===== src/hw/rtl/gds_pkg.sv =====
// Shared types and constants for the Gregorian day span block.
package gds_pkg;

    localparam int YEAR_W   = 14;
    localparam int MONTH_W  = 4;
    localparam int DAY_W    = 5;
    localparam int SPAN_W   = 22;
    localparam int DAYNUM_W = 23;
    localparam int YBIAS_W  = YEAR_W + 1;

    localparam logic [YBIAS_W-1:0] YEAR_BIAS = YBIAS_W'(400);
    localparam logic [MONTH_W-1:0] MONTH_MIN = MONTH_W'(1);
    localparam logic [MONTH_W-1:0] MONTH_MAX = MONTH_W'(12);
    localparam logic [MONTH_W-1:0] MONTH_FEB = MONTH_W'(2);

    // floor(x / 25) = (x * DIV25_MUL) >> DIV25_SHIFT for x below 7989
    localparam int DIV25_SHIFT = 22;
    localparam int DIV25_MUL_W = 18;
    localparam logic [DIV25_MUL_W-1:0] DIV25_MUL = DIV25_MUL_W'(167773);

    localparam logic [SPAN_W-1:0] SPAN_MAX = {SPAN_W{1'b1}};

    // days before each month, counted from March 1; unused codes are zero
    localparam logic [8:0] MONTH_OFS [16] = '{
        9'd0,   9'd306, 9'd337, 9'd0,   9'd31,  9'd61,  9'd92,  9'd122,
        9'd153, 9'd184, 9'd214, 9'd245, 9'd275, 9'd0,   9'd0,   9'd0
    };

    typedef struct packed {
        logic [YEAR_W-1:0]  year;
        logic [MONTH_W-1:0] month;
        logic [DAY_W-1:0]   day;
    } date_t;

endpackage


===== src/hw/rtl/gds_day_number.sv =====
// Converts one calendar date to a linear day number.
module gds_day_number (
    input  gds_pkg::date_t                  date,
    output logic [gds_pkg::DAYNUM_W-1:0]    day_num
);
    import gds_pkg::*;

    localparam int Q4_W   = YBIAS_W - 2;
    localparam int PROD_W = Q4_W + DIV25_MUL_W;
    localparam int Q100_W = PROD_W - DIV25_SHIFT;

    logic [MONTH_W-1:0] month_c;
    logic               early;
    logic [YBIAS_W-1:0] y;
    logic [Q4_W-1:0]    q4;
    logic [PROD_W-1:0]  prod;
    logic [Q100_W-1:0]  q100;
    logic [DAYNUM_W-1:0] y365;

    always_comb
    begin
        if (date.month < MONTH_MIN)
        begin
            month_c = MONTH_MIN;
        end
        else if (date.month > MONTH_MAX)
        begin
            month_c = MONTH_MAX;
        end
        else
        begin
            month_c = date.month;
        end
    end

    // Jan and Feb count as months of the previous year
    assign early = (month_c <= MONTH_FEB);
    assign y     = YBIAS_W'(date.year) + YEAR_BIAS - YBIAS_W'(early);
    assign q4    = y[YBIAS_W-1:2];
    assign prod  = PROD_W'(q4) * PROD_W'(DIV25_MUL);
    assign q100  = prod[PROD_W-1:DIV25_SHIFT];
    assign y365  = DAYNUM_W'(y) * DAYNUM_W'(365);

    assign day_num = y365 + DAYNUM_W'(q4) - DAYNUM_W'(q100)
                   + DAYNUM_W'(q100[Q100_W-1:2])
                   + DAYNUM_W'(MONTH_OFS[month_c]) + DAYNUM_W'(date.day);

endmodule


===== src/hw/rtl/gregorian_day_span.sv =====
// Top level: days between two Gregorian dates, three-stage pipeline.
//
//  channel | handshake             | word
//  --------+-----------------------+-------------------------------------------
//  input   | in_valid / in_ready   | start/end year, month, day; count_end_day
//  output  | out_valid / out_ready | span_valid, span_days
//
//  One word per cycle unless a low out_ready stalls the output stage.
//  Stages: input register, day numbers + order test, span subtract/saturate.
//  Each stage advances when empty or when the stage after it advances.
//  Reset clears the stage valid bits only; the pipeline starts empty.
module gregorian_day_span (
    input  logic                            clk,
    input  logic                            rst_n,
    input  logic                            in_valid,
    output logic                            in_ready,
    input  logic [gds_pkg::YEAR_W-1:0]      start_year,
    input  logic [gds_pkg::MONTH_W-1:0]     start_month,
    input  logic [gds_pkg::DAY_W-1:0]       start_day,
    input  logic [gds_pkg::YEAR_W-1:0]      end_year,
    input  logic [gds_pkg::MONTH_W-1:0]     end_month,
    input  logic [gds_pkg::DAY_W-1:0]       end_day,
    input  logic                            count_end_day,
    output logic                            out_valid,
    input  logic                            out_ready,
    output logic                            span_valid,
    output logic [gds_pkg::SPAN_W-1:0]      span_days
);
    import gds_pkg::*;

    logic s1_valid_reg, s1_valid_next;
    logic s2_valid_reg, s2_valid_next;
    logic out_valid_reg, out_valid_next;
    logic s1_adv, s2_adv, out_adv;

    date_t s1_start_reg, s1_end_reg;
    logic  s1_inc_reg;

    logic [DAYNUM_W-1:0] dn_start, dn_end;
    logic                start_first;

    logic [DAYNUM_W-1:0] s2_a_reg, s2_b_reg;
    logic                s2_before_reg, s2_inc_reg;

    logic [DAYNUM_W:0]   span_sum;
    logic [SPAN_W-1:0]   span_sat;

    logic                span_valid_reg;
    logic [SPAN_W-1:0]   span_days_reg;

    assign out_adv  = !out_valid_reg || out_ready;
    assign s2_adv   = !s2_valid_reg || out_adv;
    assign s1_adv   = !s1_valid_reg || s2_adv;
    assign in_ready = s1_adv;

    assign s1_valid_next  = s1_adv  ? in_valid     : s1_valid_reg;
    assign s2_valid_next  = s2_adv  ? s1_valid_reg : s2_valid_reg;
    assign out_valid_next = out_adv ? s2_valid_reg : out_valid_reg;

    always_ff @(posedge clk or negedge rst_n)
    begin
        if (!rst_n)
        begin
            s1_valid_reg  <= 1'b0;
            s2_valid_reg  <= 1'b0;
            out_valid_reg <= 1'b0;
        end
        else
        begin
            s1_valid_reg  <= s1_valid_next;
            s2_valid_reg  <= s2_valid_next;
            out_valid_reg <= out_valid_next;
        end
    end

    gds_day_number u_dn_start (
        .date    (s1_start_reg),
        .day_num (dn_start)
    );

    gds_day_number u_dn_end (
        .date    (s1_end_reg),
        .day_num (dn_end)
    );

    // order test on raw fields: year, then month, then day
    assign start_first = s1_start_reg < s1_end_reg;

    always_comb
    begin
        if (s2_b_reg > s2_a_reg)
        begin
            span_sum = (DAYNUM_W+1)'(s2_b_reg - s2_a_reg) + (DAYNUM_W+1)'(s2_inc_reg);
        end
        else
        begin
            span_sum = (DAYNUM_W+1)'(s2_inc_reg);
        end
        if (span_sum > (DAYNUM_W+1)'(SPAN_MAX))
        begin
            span_sat = SPAN_MAX;
        end
        else
        begin
            span_sat = span_sum[SPAN_W-1:0];
        end
    end

    always_ff @(posedge clk)
    begin
        if (s1_adv && in_valid)
        begin
            s1_start_reg <= '{year: start_year, month: start_month, day: start_day};
            s1_end_reg   <= '{year: end_year, month: end_month, day: end_day};
            s1_inc_reg   <= count_end_day;
        end
        if (s2_adv && s1_valid_reg)
        begin
            s2_a_reg      <= dn_start;
            s2_b_reg      <= dn_end;
            s2_before_reg <= start_first;
            s2_inc_reg    <= s1_inc_reg;
        end
        if (out_adv && s2_valid_reg)
        begin
            span_valid_reg <= s2_before_reg;
            span_days_reg  <= s2_before_reg ? span_sat : '0;
        end
    end

    assign out_valid  = out_valid_reg;
    assign span_valid = span_valid_reg;
    assign span_days  = span_days_reg;

    a_invalid_zero: assert property (@(posedge clk) disable iff (!rst_n)
        out_valid && !span_valid |-> span_days == '0)
        else $error("invalid span with nonzero day count");

    a_ready_follows: assert property (@(posedge clk) disable iff (!rst_n)
        out_ready |-> in_ready)
        else $error("input stalled while output drains");

    a_full_stall: assert property (@(posedge clk) disable iff (!rst_n)
        s1_valid_reg && s2_valid_reg && out_valid_reg && !out_ready |-> !in_ready)
        else $error("word accepted into a full pipeline");

    a_accept_fill: assert property (@(posedge clk) disable iff (!rst_n)
        in_valid && in_ready |=> s1_valid_reg)
        else $error("accepted word lost at input stage");

    a_s2_move: assert property (@(posedge clk) disable iff (!rst_n)
        s2_valid_reg && out_adv |=> out_valid_reg)
        else $error("word lost between middle and output stage");

endmodule

===== config.mk =====
export PLATFORM = sky130hd
export DESIGN_NAME = gregorian_day_span
export DESIGN_NICKNAME = d
export VERILOG_FILES = /design/src/hw/rtl/gds_pkg.sv /design/src/hw/rtl/gds_day_number.sv /design/src/hw/rtl/gregorian_day_span.sv
export SDC_FILE = /design/constraint.sdc
export NUM_CORES = 1
export LEC_CHECK = 0
export BUFFER_PORTS_ARGS = -buffer_cell sky130_fd_sc_hd__buf_2
export CAP_MARGIN = 20
export CORE_MARGIN = 2
export CORE_UTILIZATION = 60
export DETAILED_ROUTE_END_ITERATION = 7
export PLACE_DENSITY = 0.77
export SETUP_SLACK_MARGIN = 0.4
export SYNTH_ARGS = -nofsm -noshare
export SYNTH_HDL_FRONTEND = slang
export SYNTH_SLANG_ARGS = --single-unit

===== constraint.sdc =====
create_clock -name clk -period 16.05 [get_ports clk]
set_input_delay 0 -clock clk [delete_from_list [all_inputs] [get_ports clk]]
set_output_delay 0 -clock clk [all_outputs]
set_load 0.005 [all_outputs]

Yosys cells after proc, flatten, opt, wreduce, memory -nomap -nowiden

Memory sizes are Yosys's and may differ from the RTL's.
Index checks and enable logic that the tools add are counted.

Register bits after elaboration: 121
ROM bits: 288
Input bits: 51
Output and inout port bits: 25
Logic and storage cells: 70
Memories kept: 2

Add/subtract/negate cells: 16
Multiply operators: 4
Order comparisons: 11
Mux-type cells: 10
Bitwise logic cells: 2
Reduce and logical (&&, ||, !) cells: 9

Memory list:

| name            | depth | width | read ports | clocked after Yosys merged registers in | write ports | line                 | source |
|---|---|---|---|---|---|---|---|
| (no name shown) | 16    | 9     | 1          | 0                                       | 0           | gds_day_number.sv:46 | `+ DAYNUM_W'(MONTH_OFS[month_c]) + DAYNUM_W'(date.day);` |
| (no name shown) | 16    | 9     | 1          | 0                                       | 0           | gds_day_number.sv:46 |  |

Operator list:

| operator                 | count |
|---|---|
| $mul A13 B18 Y31 const B | 2 |
| $add A23 B13 Y23         | 2 |
| $add A23 B5 Y23          | 2 |
| $add A23 B7 Y23          | 2 |
| $add A23 B9 Y23          | 2 |
| $mul A15 B9 Y23 const B  | 2 |
| $sub A23 B9 Y23          | 2 |
| $mux W9                  | 4 |
| $add A14 B9 Y15 const B  | 2 |
| $sub A15 B1 Y15          | 2 |
| $add A24 B1 Y24          | 1 |
| $gt A24 B22 Y1 const B   | 1 |
| $mux W24                 | 1 |
| $sub A23 B23 Y24         | 1 |
| $gt A23 B23 Y1           | 1 |
| $lt A23 B23 Y1           | 1 |
| $mux W22                 | 1 |
| $mux W4                  | 4 |
| $ge A5 B5 Y1 const B     | 2 |
| $not A4 Y5               | 2 |
| $gt A4 B4 Y1 const B     | 2 |
| $le A4 B2 Y1 const B     | 2 |
| $lt A4 B1 Y1 const B     | 2 |
| $logic_and A1 B1 Y1      | 3 |
| other kinds (2)          | 6 |

Logic depth before layout (Yosys ltp)

Gate-level depths: netlist of the first run.

Word-level depth: 11
Depth in mapped cells: 60
Gate-level depth less buffers: 60

Cells and area by module

A second synthesis of the first run with hierarchy kept.

Cells, all modules: 2439
Area total of the unflattened synthesis: 24523.5 µm²

By module, submodules not included:

| module                      | times used | cells each | area each (µm²) | sequential area each (µm²) |
|---|---|---|---|---|
| gds_day_number (u_dn_start) | 1          | 972        | 9116.2          | 0.0 |
| gds_day_number (u_dn_end)   | 1          | 968        | 8981.1          | 0.0 |
| gregorian_day_span          | 1          | 499        | 6426.2          | 3618.5 |

Worst setup path after synthesis of the first run

OpenSTA, ideal clock, no wires.

Path kind: register -> register
From: reg s1_start_reg[8] in the netlist's numbering
To: reg s2_a_reg[22] (data pin)
Library setup time: 0.260 ns
Data arrival time: 13.146 ns
Required time: 15.790 ns
Path slack: 2.644 ns
Cell stages (with the launch flop): 60
Path buffers: 2
Clock period less this slack: 13.406 ns
Cells stage by stage: edfxtp_1 clkbuf_1 clkbuf_1 nand2_1 nand2_1 inv_1 ha_1 inv_1 a21boi_0 ha_1 inv_1 ha_1 inv_1 fa_1 inv_1 a21oi_1 o21bai_1 a211oi_1 [24 not listed] fa_1 fa_1 fa_1 inv_1 fa_1 inv_1 fa_1 ha_1 ha_1 a21o_1 a21oi_1 nor2b_1 a2111oi_0 o311ai_1 a31oi_1 o21ai_0 a21oi_1 xnor2_1

Word-level cells in the longest chain between the ends: 11
Elaborated cells between the ends (all ways): 17
Classes of those cells: 6 x add/sub; 2 x mul; 3 x order compare; 4 x mux; 1 x bitwise; 1 x memory

Ends and longest elaborated chain:

| element                | line                      | source |
|---|---|---|
| from (decl)            | gregorian_day_span.sv:36  | `date_t s1_start_reg, s1_end_reg;` |
| from (signal assigned) | gregorian_day_span.sv:113 | `s1_start_reg <= '{year: start_year, month: start_month, day: start_day};` |
| $gt A4 B4 Y1           | gds_day_number.sv:26      | `else if (date.month > MONTH_MAX)` |
| $mux W4                | gds_day_number.sv:26      |  |
| $mux W4 (*)            | gds_day_number.sv:22      | `if (date.month < MONTH_MIN)` |
| $le A4 B2 Y1           | gds_day_number.sv:37      | `assign early = (month_c <= MONTH_FEB);` |
| $sub A15 B1 Y15        | gds_day_number.sv:38      | `assign y = YBIAS_W'(date.year) + YEAR_BIAS - YBIAS_W'(early);` |
| $mul A15 B9 Y23        | gds_day_number.sv:42      | `assign y365 = DAYNUM_W'(y) * DAYNUM_W'(365);` |
| $add A23 B13 Y23       | gds_day_number.sv:44      | `assign day_num = y365 + DAYNUM_W'(q4) - DAYNUM_W'(q100)` |
| $sub A23 B9 Y23        | gds_day_number.sv:44      |  |
| $add A23 B7 Y23        | gds_day_number.sv:45      | `+ DAYNUM_W'(q100[Q100_W-1:2])` |
| $add A23 B9 Y23 (*)    | gds_day_number.sv:46      |  |
| $add A23 B5 Y23 (*)    | gds_day_number.sv:46      |  |
| named net dn_start[22] | gregorian_day_span.sv:39  | `logic [DAYNUM_W-1:0] dn_start, dn_end;` |
| to (signal assigned)   | gregorian_day_span.sv:119 | `s2_a_reg <= dn_start;` |
| to (decl)              | gregorian_day_span.sv:42  | `logic [DAYNUM_W-1:0] s2_a_reg, s2_b_reg;` |

The timed path passes the listed nets; every way through them passes the cells marked *. The select of a mux whose other input is x is not followed.
A chain may end at the register's enable or synchronous reset.

Worst setup path in the final report of the first run

From: reg s1_end_reg[8] in the netlist's numbering
To: reg s2_b_reg[19] (data pin)

Word-level cells in the longest chain between the ends: 11
Elaborated cells between the ends (all ways): 17
Classes of those cells: 6 x add/sub; 2 x mul; 3 x order compare; 4 x mux; 1 x bitwise; 1 x memory

Ends and longest elaborated chain:

| element                | line                      | source |
|---|---|---|
| from (decl)            | gregorian_day_span.sv:36  |  |
| from (signal assigned) | gregorian_day_span.sv:114 | `s1_end_reg <= '{year: end_year, month: end_month, day: end_day};` |
| $gt A4 B4 Y1           | gds_day_number.sv:26      |  |
| $mux W4                | gds_day_number.sv:26      |  |
| $mux W4 (*)            | gds_day_number.sv:22      |  |
| $le A4 B2 Y1           | gds_day_number.sv:37      |  |
| $sub A15 B1 Y15        | gds_day_number.sv:38      |  |
| $mul A15 B9 Y23        | gds_day_number.sv:42      |  |
| $add A23 B13 Y23       | gds_day_number.sv:44      |  |
| $sub A23 B9 Y23        | gds_day_number.sv:44      |  |
| $add A23 B7 Y23        | gds_day_number.sv:45      |  |
| $add A23 B9 Y23 (*)    | gds_day_number.sv:46      |  |
| $add A23 B5 Y23 (*)    | gds_day_number.sv:46      |  |
| named net dn_end[19]   | gregorian_day_span.sv:39  |  |
| to (signal assigned)   | gregorian_day_span.sv:120 | `s2_b_reg <= dn_end;` |
| to (decl)              | gregorian_day_span.sv:42  |  |

Marked as above.

==> results of run 1 <==
path summary, 6_finish.rpt:
kind	start	slack (ps)	end	cells after the start
worst min-delay path	end_year[13]	270	s1_end_reg[22]	2
min in group asynchronous	rst_n	430	s1_valid_reg	3
worst min register to register	s1_inc_reg	430	s2_inc_reg	0
worst max-delay path	s1_end_reg[8]	1280	s2_b_reg[19]	57
max in group asynchronous	rst_n	15480	out_valid	3
worst max register to register	s1_end_reg[8]	1280	s2_b_reg[19]	57
metal layers:
layer,global-route usage,routed length [um],up-vias
li1,-,-,7774
met2,0.451,24700,530
met5,0,0,-
met4,0.0563,938,0
met3,0.0662,4000,57
met1,0.379,24500,7996
stage by stage:
step,cell area [um^2],cells,setup slack [ps],util,hold slack [ps]
floorplan,23900,2330,2640,-,-296
global route,26200,3022,446,0.663,269
detailed placement,25000,2937,917,0.633,-203
global placement,25000,2937,1470,0.633,-205
finish,26200,3022,1280,0.663,266
CTS,26200,3021,889,0.662,259
worst max-delay path, delay by kind of cell (launching register included):
| kind | cells | cell delay, ps |
|---|---|---|
| and+or+nand+nor | 5 | 860 |
| DFF | 1 | 620 |
| buffers and inverters | 15 | 1320 |
| xor gates and xnor gates | 3 | 730 |
| adders and majority gates | 17 | 6960 |
| AOI/OAI and AO/OA | 17 | 4010 |
what timing repair did:
item                                    CTS  global route
resized for setup                         0             3
endpoints found under the hold margin    53             0
hold buffers                             52             0
setup buffers                             0             0
endpoints found under the setup margin    0             5
area by class of cell:
cell class                      count  area (um^2)  share of cell area
Clock buffer                       17          425              0.0162
Multi-Input combinational cell   1541        17800               0.679
Tap cell                          525          657              0.0251
Sequential cell                   121         3620               0.138
Clock inverter                     15          191             0.00731
Inverter                          658         2470              0.0943
Timing Repair Buffer              145         1040              0.0398
placed cells by master, fill, tap and decap left out, types with 52 or more instances in the layout:
cell type	Yosys	layout
inv_1	658	658
nand2_1	61	61
ha_1	467	467
xnor2_1	76	73
buf_2	1	75
dlygate4sd3_1	0	52
fa_1	369	369
nor2_1	70	70
a21oi_1	81	81
edfxtp_1	118	118
cell families (layout without fill, tap and decap cells):
kind of cell	after synthesis	after routing
buffers and inverters	668	835
adder cells (fa/ha/maj)	836	836
AO/OA/AOI/OAI	306	306
AND/OR/NAND/NOR	291	291
XOR/XNOR	106	106
multiplexers	2	2
flip-flops	121	121
==> implementation parameters, run 1 <==
Parameter                              Value

Run status
  Status ... completed

Setup path
  Category of the worst setup path launch point ... register
  Library cell contributing the largest single delay on the critical path ... fa_1
  CP Capture Type ... register
  Required time worst endpoint ... 16220 ps
  Critical Setup Path Class ... register to register
  Max stage delay on crit path ... 630 ps
  Cell with the most instances on the worst path ... inv_1
  Arrival time at the worst endpoint ... 14950 ps
  CP max FO ... 15

Place
  Placed wire-length estimate after detailed placement ... 45.5 mm
  GPL Wtd Cong ... 0.997
  Number of input and output port buffers inserted ... 75

Detailed routing
  Final wirelength ... 54.1 mm
  Post-detailed-route via-to-cell ratio ... 5.41
  DRT iter0 DRCs ... 918
  Number of iterations in the first detailed-routing pass ... 5
  Remaining DRCs ... 0
  Total vias in the final route ... 16400
  Average detailed-routed wire length per instance ... 17.9 um
  DRT antenna net count ... 0

Timing
  Maximum clock frequency ... 67.7 MHz
  Period Utilization, post-route ... 0.920
  Final-layout setup total negative slack ... 0 ps
  Max-slew violation count ... 0
  Worst slew pin tran ... 1020 ps
  Number of failing hold endpoints at the final stage ... 0
  RSZ-0062 raised after global routing ... no
  Worst slew margin relative to its limit ... 0.317
  Finish-stage setup viols ... 0
  Setup Skew ... 16.1 ps
  Minimum period implied by the final worst setup slack ... 14770 ps

Cells and area
  Fill cells ... 2985
  Relative area change from synthesis to final layout ... 9.64%
  Total number of nets in the final design ... 3371
  Ratio of cells with drive above 1 in the final layout ... 0.0681
  N_diodes ... 0

Logic synthesis
  Number of library cell types mapped by synthesis ... 72
  Post-synthesis share of cell area spent on full adders, half adders and majority gates ... 0.554
  Yosys top cell by area ... fa_1
  Number of storage elements in the synthesis netlist ... 121
  EDFF count, synth ... 118
  Avg Synthesized Cell Area ... 10.3 um^2
  Combinational family with the most area after synthesis ... adder cells
  Most frequent cells after synthesis ... inv_1 (658), ha_1 (467), fa_1 (369), edfxtp_1 (118), a21oi_1 (81)
  Netlist area before placement ... 0.0239 mm^2
  Post-synthesis simple-gate area fraction ... 0.0610
  Share of synthesized area occupied by flip-flops and latches ... 0.151
  Fraction of the mapped netlist area in compound gates ... 0.0881
  Mapped Cells ... 2330
  Share of the synthesized area in the top cell type ... 0.309
  Leading cell types by total area after synthesis ... fa_1 (31%), ha_1 (24%), edfxtp_1 (15%)
  Syn Nets ... 3217
  Most frequent cell after synthesis ... inv_1
  Primary flip-flop cell chosen by synthesis mapping ... edfxtp_1
  Share of flip-flops with an asynchronous set or reset after synthesis ... 0.0248
  Post-synthesis xor/xnor area fraction ... 0.0388
  Post-synthesis mux area share ... 0.00136
  Synth warn ... 0

Clock network
  CTS tree ... yes
  CTS root buffer ... clkbuf_16
  Clock-pin transition on the worst setup and hold timing paths ... 70 ps
  CTS sink count ... 121
  Clock network latency to the later pin of the worst-skew pair ... 450 ps
  Clock Path Buffers ... 2
  Number of H-tree branching levels ... 4
  Num CTS Buffers ... 17

GRT
  Number of antenna violations at the first check in global routing ... 0
  Number of global-route vias before repair ... 17500
  Total Routing Usage GR ... 0.277
  Pin count of the biggest net entering global routing ... 49
  Gr ovfl total ... 0
  First-pass GRT wire length ... 89.0 mm

Min path
  Hold/Removal Path Class ... input port to register

Floorplan
  Die Span Y ... 204 um
  Site Rows ... 73
  Starting Density ... 0.604
  Area of the core ... 0.0395 mm^2
  Count of boundary I/O pins ... 76
  Floorplan die width ... 204 um
  Die Area ... 0.0414 mm^2

Job
  Count of max-cap constraint violations ... 0
Power of run 1 is not shown: default switching activity piles up to over one toggle a cycle in this logic, so the estimate is an artifact.
==> run 2, diff against run 1 <==
- CORE_MARGIN: 2 -> 5
- GPL_TIMING_DRIVEN: default -> 0
==> implementation parameters, run 2 (synthesis results as in run 1) <==
Parameter                              Value

Clock network
  CTS tree ... yes (unchanged)
  CTS root buffer ... clkbuf_16 (unchanged)
  Num CTS Buffers ... 17 (unchanged)
  CTS sink count ... 121 (unchanged)
  Clock Path Buffers ... 2 (unchanged)
  Clock-pin transition on the worst setup and hold timing paths ... 70 ps (about the same)
  Clock network latency to the later pin of the worst-skew pair ... 450 ps (about the same)
  Number of H-tree branching levels ... 4 (unchanged)

Detailed routing
  DRT iter0 DRCs ... 1042 (was 918)
  Average detailed-routed wire length per instance ... 18.1 um (was 17.9 um)
  Number of iterations in the first detailed-routing pass ... 5 (unchanged)
  Remaining DRCs ... 0 (unchanged)
  Post-detailed-route via-to-cell ratio ... 5.45 (was 5.41)
  Total vias in the final route ... 16500 (was 16400)
  DRT antenna net count ... 0 (unchanged)
  Final wirelength ... 54.9 mm (was 54.1 mm)

Cells and area
  Utilization after layout ... 0.664 (was 0.663)
  Combined area of the multi-input logic cells ... 0.0178 mm^2 (about the same)
  Fill cells ... 2989 (was 2985)
  Finished Layout Cells ... 3026 (was 3022)
  Storage cell area ... 0.00362 mm^2 (unchanged)
  Total number of nets in the final design ... 3376 (was 3371)
  Relative area change from synthesis to final layout ... 9.97% (was 9.64%)
  N_diodes ... 0 (unchanged)
  Most common cell after layout, fill and taps aside ... inv_1 (unchanged)
  Commonest cells after routing, fill and taps aside ... inv_1 (658), ha_1 (467), fa_1 (369) (unchanged)
  Ratio of cells with drive above 1 in the final layout ... 0.0696 (was 0.0681)

Timing
  Worst slew margin relative to its limit ... 0.258 (was 0.317)
  Final-layout worst hold slack ... 263 ps (was 266 ps)
  Max-slew violation count ... 0 (unchanged)
  Maximum clock frequency ... 66.8 MHz (was 67.7 MHz)
  Period Utilization, post-route ... 0.933 (was 0.920)
  Worst slew pin tran ... 1100 ps (was 1020 ps)
  Final-layout setup total negative slack ... 0 ps (unchanged)
  Finish-stage setup viols ... 0 (unchanged)
  RSZ-0062 raised after global routing ... no (unchanged)
  Number of failing hold endpoints at the final stage ... 0 (unchanged)
  Minimum period implied by the final worst setup slack ... 14970 ps (was 14770 ps)
  Setup Skew ... 19.7 ps (was 16.1 ps)

Floorplan
  Floorplan die width ... 210 um (was 204 um)
  Area of the core ... 0.0395 mm^2 (unchanged)
  Starting Density ... 0.604 (unchanged)
  Site Rows ... 73 (unchanged)
  Die Span Y ... 210 um (was 204 um)
  Count of boundary I/O pins ... 76 (unchanged)
  Die Area ... 0.0439 mm^2 (was 0.0414 mm^2)

GRT
  Gr ovfl total ... 0 (unchanged)
  Number of antenna violations at the first check in global routing ... 0 (unchanged)
  Number of global-route vias before repair ... 17800 (was 17500)
  Total Routing Usage GR ... 0.259 (was 0.277)
  First-pass GRT wire length ... 90.5 mm (was 89.0 mm)
  Pin count of the biggest net entering global routing ... 46 (was 49)

Place
  Placed wire-length estimate after detailed placement ... 46.2 mm (was 45.5 mm)
  GPL Wtd Cong ... 1.00 (was 0.997)
  Number of input and output port buffers inserted ... 75 (unchanged)
  Total instance count after detailed placement ... 2942 (was 2937)

Setup path
  Arrival time at the worst endpoint ... 15140 ps (was 14950 ps)
  Category of the worst setup path launch point ... register (unchanged)
  CP Capture Type ... register (unchanged)
  Required time worst endpoint ... 16220 ps (about the same)
  Critical Setup Path Class ... register to register (unchanged)
  Cell with the most instances on the worst path ... inv_1 (unchanged)
  Max stage delay on crit path ... 660 ps (was 630 ps)
  Library cell contributing the largest single delay on the critical path ... fa_1 (unchanged)
  CP max FO ... 7 (was 15)

Min path
  Hold/Removal Path Class ... input port to register (unchanged)

Run status
  Status ... completed (unchanged)

Job
  Count of max-cap constraint violations ... 0 (unchanged)
[run 2: cell count changes in the layout (fill, tap and decap cells not counted), moves of 3 or more]
cell | previous run | this run
buf_4 | 17 | 7
xnor2_1 | 73 | 66
xnor2_2 | 3 | 10
clkbuf_1 | 0 | 6
buf_6 | 0 | 5
clkinv_4 | 4 | 0
clkinvlp_4 | 1 | 4
[run 2: area by class of cell]
| type | instances | share of cell area |
|---|---|---|
| inverter | 658 | 0.0940 |
| buffer | 10 | 0.00209 |
| sequential | 121 | 0.138 |
| multi-input combinational | 1541 | 0.679 |
| timing repair buffer | 140 | 0.0395 |
| clock inverter | 14 | 0.00652 |
| clock buffer | 17 | 0.0162 |
| tap | 525 | 0.0250 |
[run 2: worst paths after layout]
kind | cells past startpoint | slack [ps] | end | start
max in group asynchronous | 3 | 15460 | s2_valid_reg | rst_n
hold / removal | 2 | 260 | s1_end_reg[10] | end_year[1]
setup reg to reg | 57 | 1080 | s2_b_reg[19] | s1_end_reg[8]
hold reg to reg | 0 | 440 | s2_inc_reg | s1_inc_reg
setup / recovery | 57 | 1080 | s2_b_reg[19] | s1_end_reg[8]
min in group asynchronous | 3 | 450 | out_valid | rst_n
[run 2: metal layers]
metal / share of wire / track usage / vias to the layer above
li1: - / - / 7775
met1: 0.45 / 0.361 / 8137
met2: 0.46 / 0.414 / 513
met3: 0.074 / 0.0619 / 72
met4: 0.025 / 0.0664 / 0
met5: 0 / 0 / -
[run 2: timing repair]
action | CTS | global route
resized for setup | 0 | 6
setup buffers | 0 | 0
endpoints found under the hold margin | 53 | 0
endpoints found under the setup margin | 0 | 6
hold buffers | 52 | 0
[run 2: worst max-delay path, delay by kind of cell, from the launching register on]
family | cells | cell delay (ps)
flip-flops | 1 | 490
buffers and inverters | 15 | 1420
AO/OA/AOI/OAI | 18 | 4250
XOR/XNOR | 3 | 830
adder cells (fa/ha/maj) | 17 | 6900
AND/OR/NAND/NOR | 4 | 800
[run 2: metrics by stage]
stage / instance area, um^2 / worst slack (ps)
finish: 26300 / 1080
global route: 26300 / 417
CTS: 26300 / 714
detailed placement: 25100 / 788
global placement: 24900 / 696
floorplan: 23900 / 2640
Power of run 2 is left out for the same reason.
